### src/design/u2d_pkg.sv
// Shared constants, types and helpers for the unsigned to decimal ASCII converter.
// No dependencies.
`default_nettype none

package u2d_pkg;

  localparam int DEF_VALUE_BITS = 32;
  localparam int DIGIT_BITS     = 6;
  localparam int BITS_PER_STEP  = 4;
  localparam int NIBBLE_BITS    = 4;

  localparam logic [DIGIT_BITS-1:0] ASCII_ZERO = 6'h30;

  // Decimal digits needed for the largest value of the given width.
  function automatic int digit_count(input int bits);
    return (bits * 1233) / 4096 + 1;
  endfunction

  function automatic int step_count(input int bits);
    return (bits + BITS_PER_STEP - 1) / BITS_PER_STEP;
  endfunction

  typedef struct packed {
    logic load;
    logic shift;
    logic start_emit;
    logic next_digit;
  } cmd_t;

  typedef struct packed {
    logic last;
  } status_t;

endpackage

`default_nettype wire

### src/design/u2d_value_if.sv
// Input channel carrying one unsigned number per item.
// No dependencies.
`default_nettype none

interface u2d_value_if #(
  parameter int VALUE_BITS = 32
);
  logic                  valid;
  logic                  ready;
  logic [VALUE_BITS-1:0] value;

  modport source (output valid, output value, input ready);
  modport sink   (input valid, input value, output ready);
endinterface

`default_nettype wire

### src/design/u2d_digit_if.sv
// Output channel carrying one ASCII digit per item with a last flag.
// No dependencies.
`default_nettype none

interface u2d_digit_if;
  logic       valid;
  logic       ready;
  logic [5:0] digit_char;
  logic       last_digit;

  modport source (output valid, output digit_char, output last_digit, input ready);
  modport sink   (input valid, input digit_char, input last_digit, output ready);
endinterface

`default_nettype wire

### src/design/unsigned_to_decimal_ascii.sv
// Unsigned binary to decimal ASCII converter, top level.
// The first digit is valid once the shift and add-3 converter, which takes four bits
// a cycle, has run over the whole value and the leading digit has been found.
// One number is in flight at a time: a new item is accepted only after the last
// digit of the previous one has been taken.
// Reset: synchronous, returns the controller to idle; nothing is kept between items.
`default_nettype none

module unsigned_to_decimal_ascii #(
  parameter int VALUE_BITS = u2d_pkg::DEF_VALUE_BITS
) (
  input wire logic     clk,
  input wire logic     rst,
  u2d_value_if.sink    number,
  u2d_digit_if.source  digits
);
  import u2d_pkg::*;

  cmd_t    cmd;
  status_t status;

  u2d_ctrl #(
    .VALUE_BITS (VALUE_BITS)
  ) u_ctrl (
    .clk       (clk),
    .rst       (rst),
    .in_valid  (number.valid),
    .in_ready  (number.ready),
    .out_valid (digits.valid),
    .out_ready (digits.ready),
    .cmd       (cmd),
    .status    (status)
  );

  u2d_datapath #(
    .VALUE_BITS (VALUE_BITS)
  ) u_datapath (
    .clk        (clk),
    .value      (number.value),
    .cmd        (cmd),
    .status     (status),
    .digit_char (digits.digit_char)
  );

  assign digits.last_digit = status.last;

endmodule

`default_nettype wire

### src/design/u2d_ctrl.sv
// Controller: sequences load, conversion steps, leading digit search and emission.
// Depends on u2d_pkg.
`default_nettype none

module u2d_ctrl #(
  parameter int VALUE_BITS = u2d_pkg::DEF_VALUE_BITS
) (
  input  wire logic             clk,
  input  wire logic             rst,
  input  wire logic             in_valid,
  output logic                  in_ready,
  output logic                  out_valid,
  input  wire logic             out_ready,
  output u2d_pkg::cmd_t         cmd,
  input  wire u2d_pkg::status_t status
);
  import u2d_pkg::*;

  localparam int STEPS  = step_count(VALUE_BITS);
  localparam int STEP_W = $clog2(STEPS + 1);

  typedef enum logic [3:0] {
    IDLE = 4'b0001,
    CONV = 4'b0010,
    FIND = 4'b0100,
    EMIT = 4'b1000
  } state_t;

  state_t             state, state_next;
  logic [STEP_W-1:0]  step, step_next;

  always_ff @(posedge clk) begin
    if (rst) begin
      state <= IDLE;
      step  <= '0;
    end else begin
      state <= state_next;
      step  <= step_next;
    end
  end

  always_comb begin
    state_next = state;
    step_next  = step;
    cmd        = '0;
    in_ready   = 1'b0;
    out_valid  = 1'b0;
    unique case (state)
      IDLE: begin
        in_ready = 1'b1;
        if (in_valid) begin
          cmd.load   = 1'b1;
          step_next  = STEP_W'(STEPS - 1);
          state_next = CONV;
        end
      end
      CONV: begin
        cmd.shift = 1'b1;
        if (step == '0) begin
          state_next = FIND;
        end else begin
          step_next = step - 1'b1;
        end
      end
      FIND: begin
        cmd.start_emit = 1'b1;
        state_next     = EMIT;
      end
      EMIT: begin
        out_valid = 1'b1;
        if (out_ready) begin
          if (status.last) begin
            state_next = IDLE;
          end else begin
            cmd.next_digit = 1'b1;
          end
        end
      end
      default: begin
        state_next = IDLE;
      end
    endcase
  end

endmodule

`default_nettype wire

### src/design/u2d_datapath.sv
// Datapath: shift and add-3 binary to BCD conversion, four bits per cycle,
// and a digit pointer that walks the BCD word from the leading digit down.
// Depends on u2d_pkg.
`default_nettype none

module u2d_datapath #(
  parameter int VALUE_BITS = u2d_pkg::DEF_VALUE_BITS
) (
  input  wire logic                              clk,
  input  wire logic [VALUE_BITS-1:0]             value,
  input  wire u2d_pkg::cmd_t                     cmd,
  output u2d_pkg::status_t                       status,
  output logic [u2d_pkg::DIGIT_BITS-1:0]         digit_char
);
  import u2d_pkg::*;

  localparam int STEPS  = step_count(VALUE_BITS);
  localparam int PAD    = STEPS * BITS_PER_STEP;
  localparam int DIGITS = digit_count(VALUE_BITS);
  localparam int BCD_W  = DIGITS * NIBBLE_BITS;
  localparam int IDX_W  = $clog2(DIGITS);

  logic [PAD-1:0]   shreg;
  logic [BCD_W-1:0] bcd;
  logic [IDX_W-1:0] idx;

  logic [PAD-1:0]   shreg_next;
  logic [BCD_W-1:0] bcd_next;
  logic [IDX_W-1:0] lead;
  logic [NIBBLE_BITS-1:0] nibble;

  always_comb begin
    bcd_next   = bcd;
    shreg_next = shreg;
    for (int k = 0; k < BITS_PER_STEP; k++) begin
      for (int j = 0; j < DIGITS; j++) begin
        if (bcd_next[j*NIBBLE_BITS +: NIBBLE_BITS] >= 4'd5) begin
          bcd_next[j*NIBBLE_BITS +: NIBBLE_BITS] =
            bcd_next[j*NIBBLE_BITS +: NIBBLE_BITS] + 4'd3;
        end
      end
      bcd_next   = {bcd_next[BCD_W-2:0], shreg_next[PAD-1]};
      shreg_next = {shreg_next[PAD-2:0], 1'b0};
    end
  end

  always_comb begin
    lead = '0;
    for (int j = 0; j < DIGITS; j++) begin
      if (bcd[j*NIBBLE_BITS +: NIBBLE_BITS] != '0) begin
        lead = IDX_W'(j);
      end
    end
  end

  always_ff @(posedge clk) begin
    if (cmd.load) begin
      shreg <= PAD'(value);
      bcd   <= '0;
    end else if (cmd.shift) begin
      shreg <= shreg_next;
      bcd   <= bcd_next;
    end
    if (cmd.start_emit) begin
      idx <= lead;
    end else if (cmd.next_digit) begin
      idx <= idx - 1'b1;
    end
  end

  assign nibble      = bcd[{idx, 2'b00} +: NIBBLE_BITS];
  assign digit_char  = ASCII_ZERO | DIGIT_BITS'(nibble);
  assign status.last = (idx == '0);

endmodule

`default_nettype wire
### src/flat_wrapper.sv
// flat-port wrapper written by rule: the top's interface ports become plain ports
module unsigned_to_decimal_ascii_flat import u2d_pkg::*;
#(
  parameter int VALUE_BITS = u2d_pkg::DEF_VALUE_BITS
)
  (clk, rst, number_valid, number_value, number_ready, digits_valid, digits_digit_char, digits_last_digit, digits_ready);
  u2d_value_if #(.VALUE_BITS(VALUE_BITS)) number_i ();
  u2d_digit_if digits_i ();
  input wire logic clk;
  input wire logic rst;
  input wire logic [$bits(number_i.valid)-1:0] number_valid;
  input wire logic [$bits(number_i.value)-1:0] number_value;
  output wire logic [$bits(number_i.ready)-1:0] number_ready;
  output wire logic [$bits(digits_i.valid)-1:0] digits_valid;
  output wire logic [$bits(digits_i.digit_char)-1:0] digits_digit_char;
  output wire logic [$bits(digits_i.last_digit)-1:0] digits_last_digit;
  input wire logic [$bits(digits_i.ready)-1:0] digits_ready;
  assign number_i.valid = number_valid;
  assign number_i.value = number_value;
  assign number_ready = number_i.ready;
  assign digits_valid = digits_i.valid;
  assign digits_digit_char = digits_i.digit_char;
  assign digits_last_digit = digits_i.last_digit;
  assign digits_i.ready = digits_ready;
  unsigned_to_decimal_ascii #(.VALUE_BITS(VALUE_BITS)) u_core (.clk(clk), .rst(rst), .number(number_i), .digits(digits_i));
endmodule
### config.mk
export PLATFORM = sky130hd
export DESIGN_NAME = unsigned_to_decimal_ascii_flat
export DESIGN_NICKNAME = d
export VERILOG_FILES = /design/src/design/u2d_pkg.sv /design/src/design/u2d_value_if.sv /design/src/design/u2d_digit_if.sv /design/src/design/unsigned_to_decimal_ascii.sv /design/src/design/u2d_ctrl.sv /design/src/design/u2d_datapath.sv /design/src/flat_wrapper.sv
export SDC_FILE = /design/constraint.sdc
export NUM_CORES = 1
export LEC_CHECK = 0
export BUFFER_PORTS_ARGS = -buffer_cell sky130_fd_sc_hd__buf_2
export CAP_MARGIN = 20
export CORE_ASPECT_RATIO = 0.75
export CORE_MARGIN = 8
export CORE_UTILIZATION = 57
export CTS_BUF_LIST = sky130_fd_sc_hd__clkbuf_4 sky130_fd_sc_hd__clkbuf_8 sky130_fd_sc_hd__clkbuf_16
export DETAILED_ROUTE_END_ITERATION = 10
export PLACE_DENSITY = 0.82
export SLEW_MARGIN = 20
export SYNTH_ARGS = -nofsm -noshare
export SYNTH_HDL_FRONTEND = slang
export SYNTH_HIERARCHICAL = 1
export SYNTH_SLANG_ARGS = --single-unit
### constraint.sdc
create_clock -name clk -period 9.5 [get_ports clk]
set_input_delay 1.425 -clock clk [delete_from_list [all_inputs] [get_ports clk]]
set_output_delay 1.425 -clock clk [all_outputs]
set_load 0.02 [all_outputs]
==> impl_metrics.csv <==
group,metric,value,unit
timing,fmax,231.9,MHz
drt,vias,8788,
global_route,track_usage,22.90,%
hold_path,worstHoldPathCells,2,
layout,syn2layout_area_growth,6.109,%
clocking,hold_buffers,0,
power_and_ir_drop,p_sw_share,36.96,%
synth,synth_cell_types,106,
clocking,post-cts-setup-buffers,0,
synth,synth_ff_type,"dfxtp_1",
timing,period_share,45.40,%
hold_path,min_to,"u_core/u_ctrl/step[0]",
layout,drive_gt1_share,14.99,%
timing,rsz0062_at_grt,"false",
clocking,insertion_delay,340,ps
layout,fill_cells,1308,
timing,slew-limit-headroom,35.06,%
clocking,path_clk_slew,70,ps
die,placementRows,39,
timing,min_period,4313,ps
clocking,htree_levels,3,
synth,yosysTopAreaCell,"edfxtp_1",
clocking,cts_inserted_buffers,9,
drt,wl_met1,10870,um
run,cap_violations,0,
timing,hold_violations,0,
setup_path,crit_path_start_kind,"flop",
power_and_ir_drop,p_clk_share,28.9,%
drt,met2WireLength,9591,um
die,fp.dieH,123.3,um
setup_path,required,9740,ps
global_route,grt_max_degree,45,
layout,final_cell_mix,"nand2_1, nor2_1, a21oi_1, dfxtp_1, o21ai_0",
drt,met3_length,2532,um
synth,postSynthCellCount,1095,
setup_path,crit_type,"reg -> reg",
timing,setup_ws,5187,ps
timing,drv_slew,0,
timing,setup_viol,0,
timing,worst_slew_pin_slew,967.1,ps
placed_design,globalplace.congestion,0.9252,
outcome,status,"completed",
power_and_ir_drop,ir_worst_vdd,0.0001232,V
timing,tns,0,ps
global_route,grt_pass1_wl,38050,um
setup_path,rr_worst_depth,15,
placed_design,port_buffers,42,
clocking,root_buffer,"clkbuf_16",
layout,final_common_cell,"nand2_1",
placed_design,dpl.hpwl,16830,um
die,die_w,159.0,um
synth,syn_area_per_cell,7.987,um^2
clocking,cts_sinks,84,
hold_path,min_path_type,"reg -> reg",
drt,ant_nets,0,
setup_path,r2r_slack,5190,ps
die,core,15130,um^2
synth,synth_top_area_share,12.36,%
clocking,cts_tree,"built",
synth,synth-async-reset-ratio,0,%
setup_path,r2r-end,"u_core/u_datapath/bcd[21]",
global_route,antenna_found_initial,0,
setup_path,r2r_start,"u_core/u_datapath/bcd[20]",
synth,synth_warnings,6,
setup_path,crit_fanout,10,
synth,synthesis.area,8746,um^2
die,die_area,19600,um^2
synth,synthTopCellsByArea,"edfxtp_1, dfxtp_1, mux2_2, ha_1, nand2_1",
drt,route.top_layer_used,"met4",
clocking,ctsResizeCount,0,
power_and_ir_drop,seq_power_share,36.8,%
layout,nNetsFinal,1159,
setup_path,arrival,4550,ps
power_and_ir_drop,power_leakage,3.439,nW
drt,drc,0,
global_route,grt_pass1_vias,7680,
drt,drt-initial-drc-count,1043,
placed_design,dpl_worst_slack,5401,ps
drt,dr.pass1.iters,6,
synth,ys_seq_area_share,23.35,%
power_and_ir_drop,p_sw,0.4441,mW
synth,yosys_register_bits,84,
hold_path,holdCritStartpoint,"u_core/u_ctrl/step[0]",
setup_path,crit_path_end_kind,"flop",
synth,synth-edff-count,36,
drt,wl_per_cell,17.99,um
global_route,overflow,0,
power_and_ir_drop,p_per_area,129.5,nW/um^2
die,pin_count,45,
power_and_ir_drop,p_comb_share,34.3,%
drt,viasPerCell,6.765,
drt,drt-total-wl,23370,um
clocking,clk_path_buf_depth,2,
die,start_util,57.82,%
layout,n_antenna_cell,0,
timing,fin_worst_skew,6.073,ps
power_and_ir_drop,p_int,0.7573,mW
==> kinds of logic (layout without fill, tap and decap cells) <==
group,Yosys count,count (layout),share of synthesized area (%)
compound gates,371,371,30.34
xor+xnor,19,19,2.074
fa+ha+maj,44,44,6.023
buf+inv,118,116,5.479
flops,84,84,23.35
mux,80,80,10.99
other cells,1,2,0.04288
simple gates,378,378,21.70
==> stage by stage <==
step	cells	power [mW]	utilization (%)	hold slack (ps)	area, um^2
finish	1299	1.201	61.35	501.3	9280
detailed placement	1283	0.8498	59.41	497.2	8987
global placement	1283	0.8398	59.41	483.0	8987
floorplan	1096	0.7612	-	456.4	8750
global route	1299	1.261	61.35	539.0	9280
CTS	1299	1.196	61.35	507.9	9280
==> per-layer routing <==
metal | vias to the layer above | track usage (%)
li1 | 4186 | -
met1 | 4071 | 32.52
met2 | 493 | 34.45
met3 | 38 | 5.822
met4 | 0 | 5.229
met5 | - | 0
==> how the worst max path moves through the flow <==
stage	end	startpoint	slack, ps
2_1_floorplan	u_core/u_datapath/bcd[18]	u_core/u_datapath/bcd[13]	5880
3_3_place_gp	u_core/u_datapath/bcd[13]	u_core/u_datapath/bcd[8]	5470
3_5_place_dp	u_core/u_datapath/bcd[17]	u_core/u_datapath/bcd[13]	5400
4_1_cts	u_core/u_datapath/bcd[17]	u_core/u_datapath/bcd[13]	5370
5_1_grt	u_core/u_datapath/bcd[21]	u_core/u_datapath/bcd[20]	4930
6_report	u_core/u_datapath/bcd[21]	u_core/u_datapath/bcd[20]	5190
==> synth_stat cells (7+ instances only) <==
cell type	n
o211ai_1	22
mux4_2	8
nor2_1	75
nor2b_1	7
mux2i_1	29
a211oi_1	17
o21ai_0	45
ha_1	34
clkbuf_1	48
o221ai_1	8
nand2b_1	21
a21o_1	12
mux2_2	38
nand2_1	111
nand3_1	30
a221oi_1	9
buf_2	14
o31ai_1	13
and3_1	7
nand3b_1	7
or3_1	7
nor4_1	10
maj3_1	9
o22ai_1	9
xnor2_1	16
a31oi_1	24
a32o_1	8
nor3b_1	13
nor3_1	39
a21oi_1	64
o21ai_1	23
a32oi_1	8
a211o_1	8
o21a_1	9
inv_1	44
dfxtp_1	48
a22oi_1	7
and2_1	15
edfxtp_1	36
==> sequential cells by signal, summed over array words and instances (netlist names) <==
signal,count
u_core/u_datapath/shreg,32
u_core/u_datapath/idx,4
u_core/u_datapath/bcd,40
u_core/u_ctrl/state,4
u_core/u_ctrl/step,4
==> power groups by stage <==
| stage | combinational, mW | clock (mW) | sequential, mW |
|---|---|---|---|
| finish | 0.412 | 0.347 | 0.443 |
| global placement | 0.392 | 0 | 0.448 |
| floorplan | 0.330 | 0 | 0.431 |
| global route | 0.450 | 0.364 | 0.447 |
| CTS | 0.403 | 0.351 | 0.442 |
| detailed placement | 0.400 | 0 | 0.449 |
==> worst max-delay path, stage by stage, from the launching register on <==
cell and delay [ps]:
dfxtp_1 390, inv_1 140, ha_1 330, nand2b_1 140, a211oi_1 570, nor2_1 230, nor2_1 350, a22o_1 340
inv_2 140, ha_1 220, o21ai_1 190, nand2_1 300, maj3_1 430, a22oi_1 140, mux2i_1 90, a22o_1 200
==> layout make-up <==
class | count | area, um^2 | area share, %
Multi-Input combinational cell | 894 | 6231 | 67.14
Clock buffer | 9 | 225.2 | 2.427
Sequential cell | 84 | 2042 | 22.00
Clock inverter | 7 | 67.56 | 0.7281
Timing Repair Buffer | 50 | 270.3 | 2.912
Tap cell | 205 | 256.5 | 2.764
Inverter | 50 | 187.7 | 2.022
No activity file was read; power rests on OpenSTA's default activity.
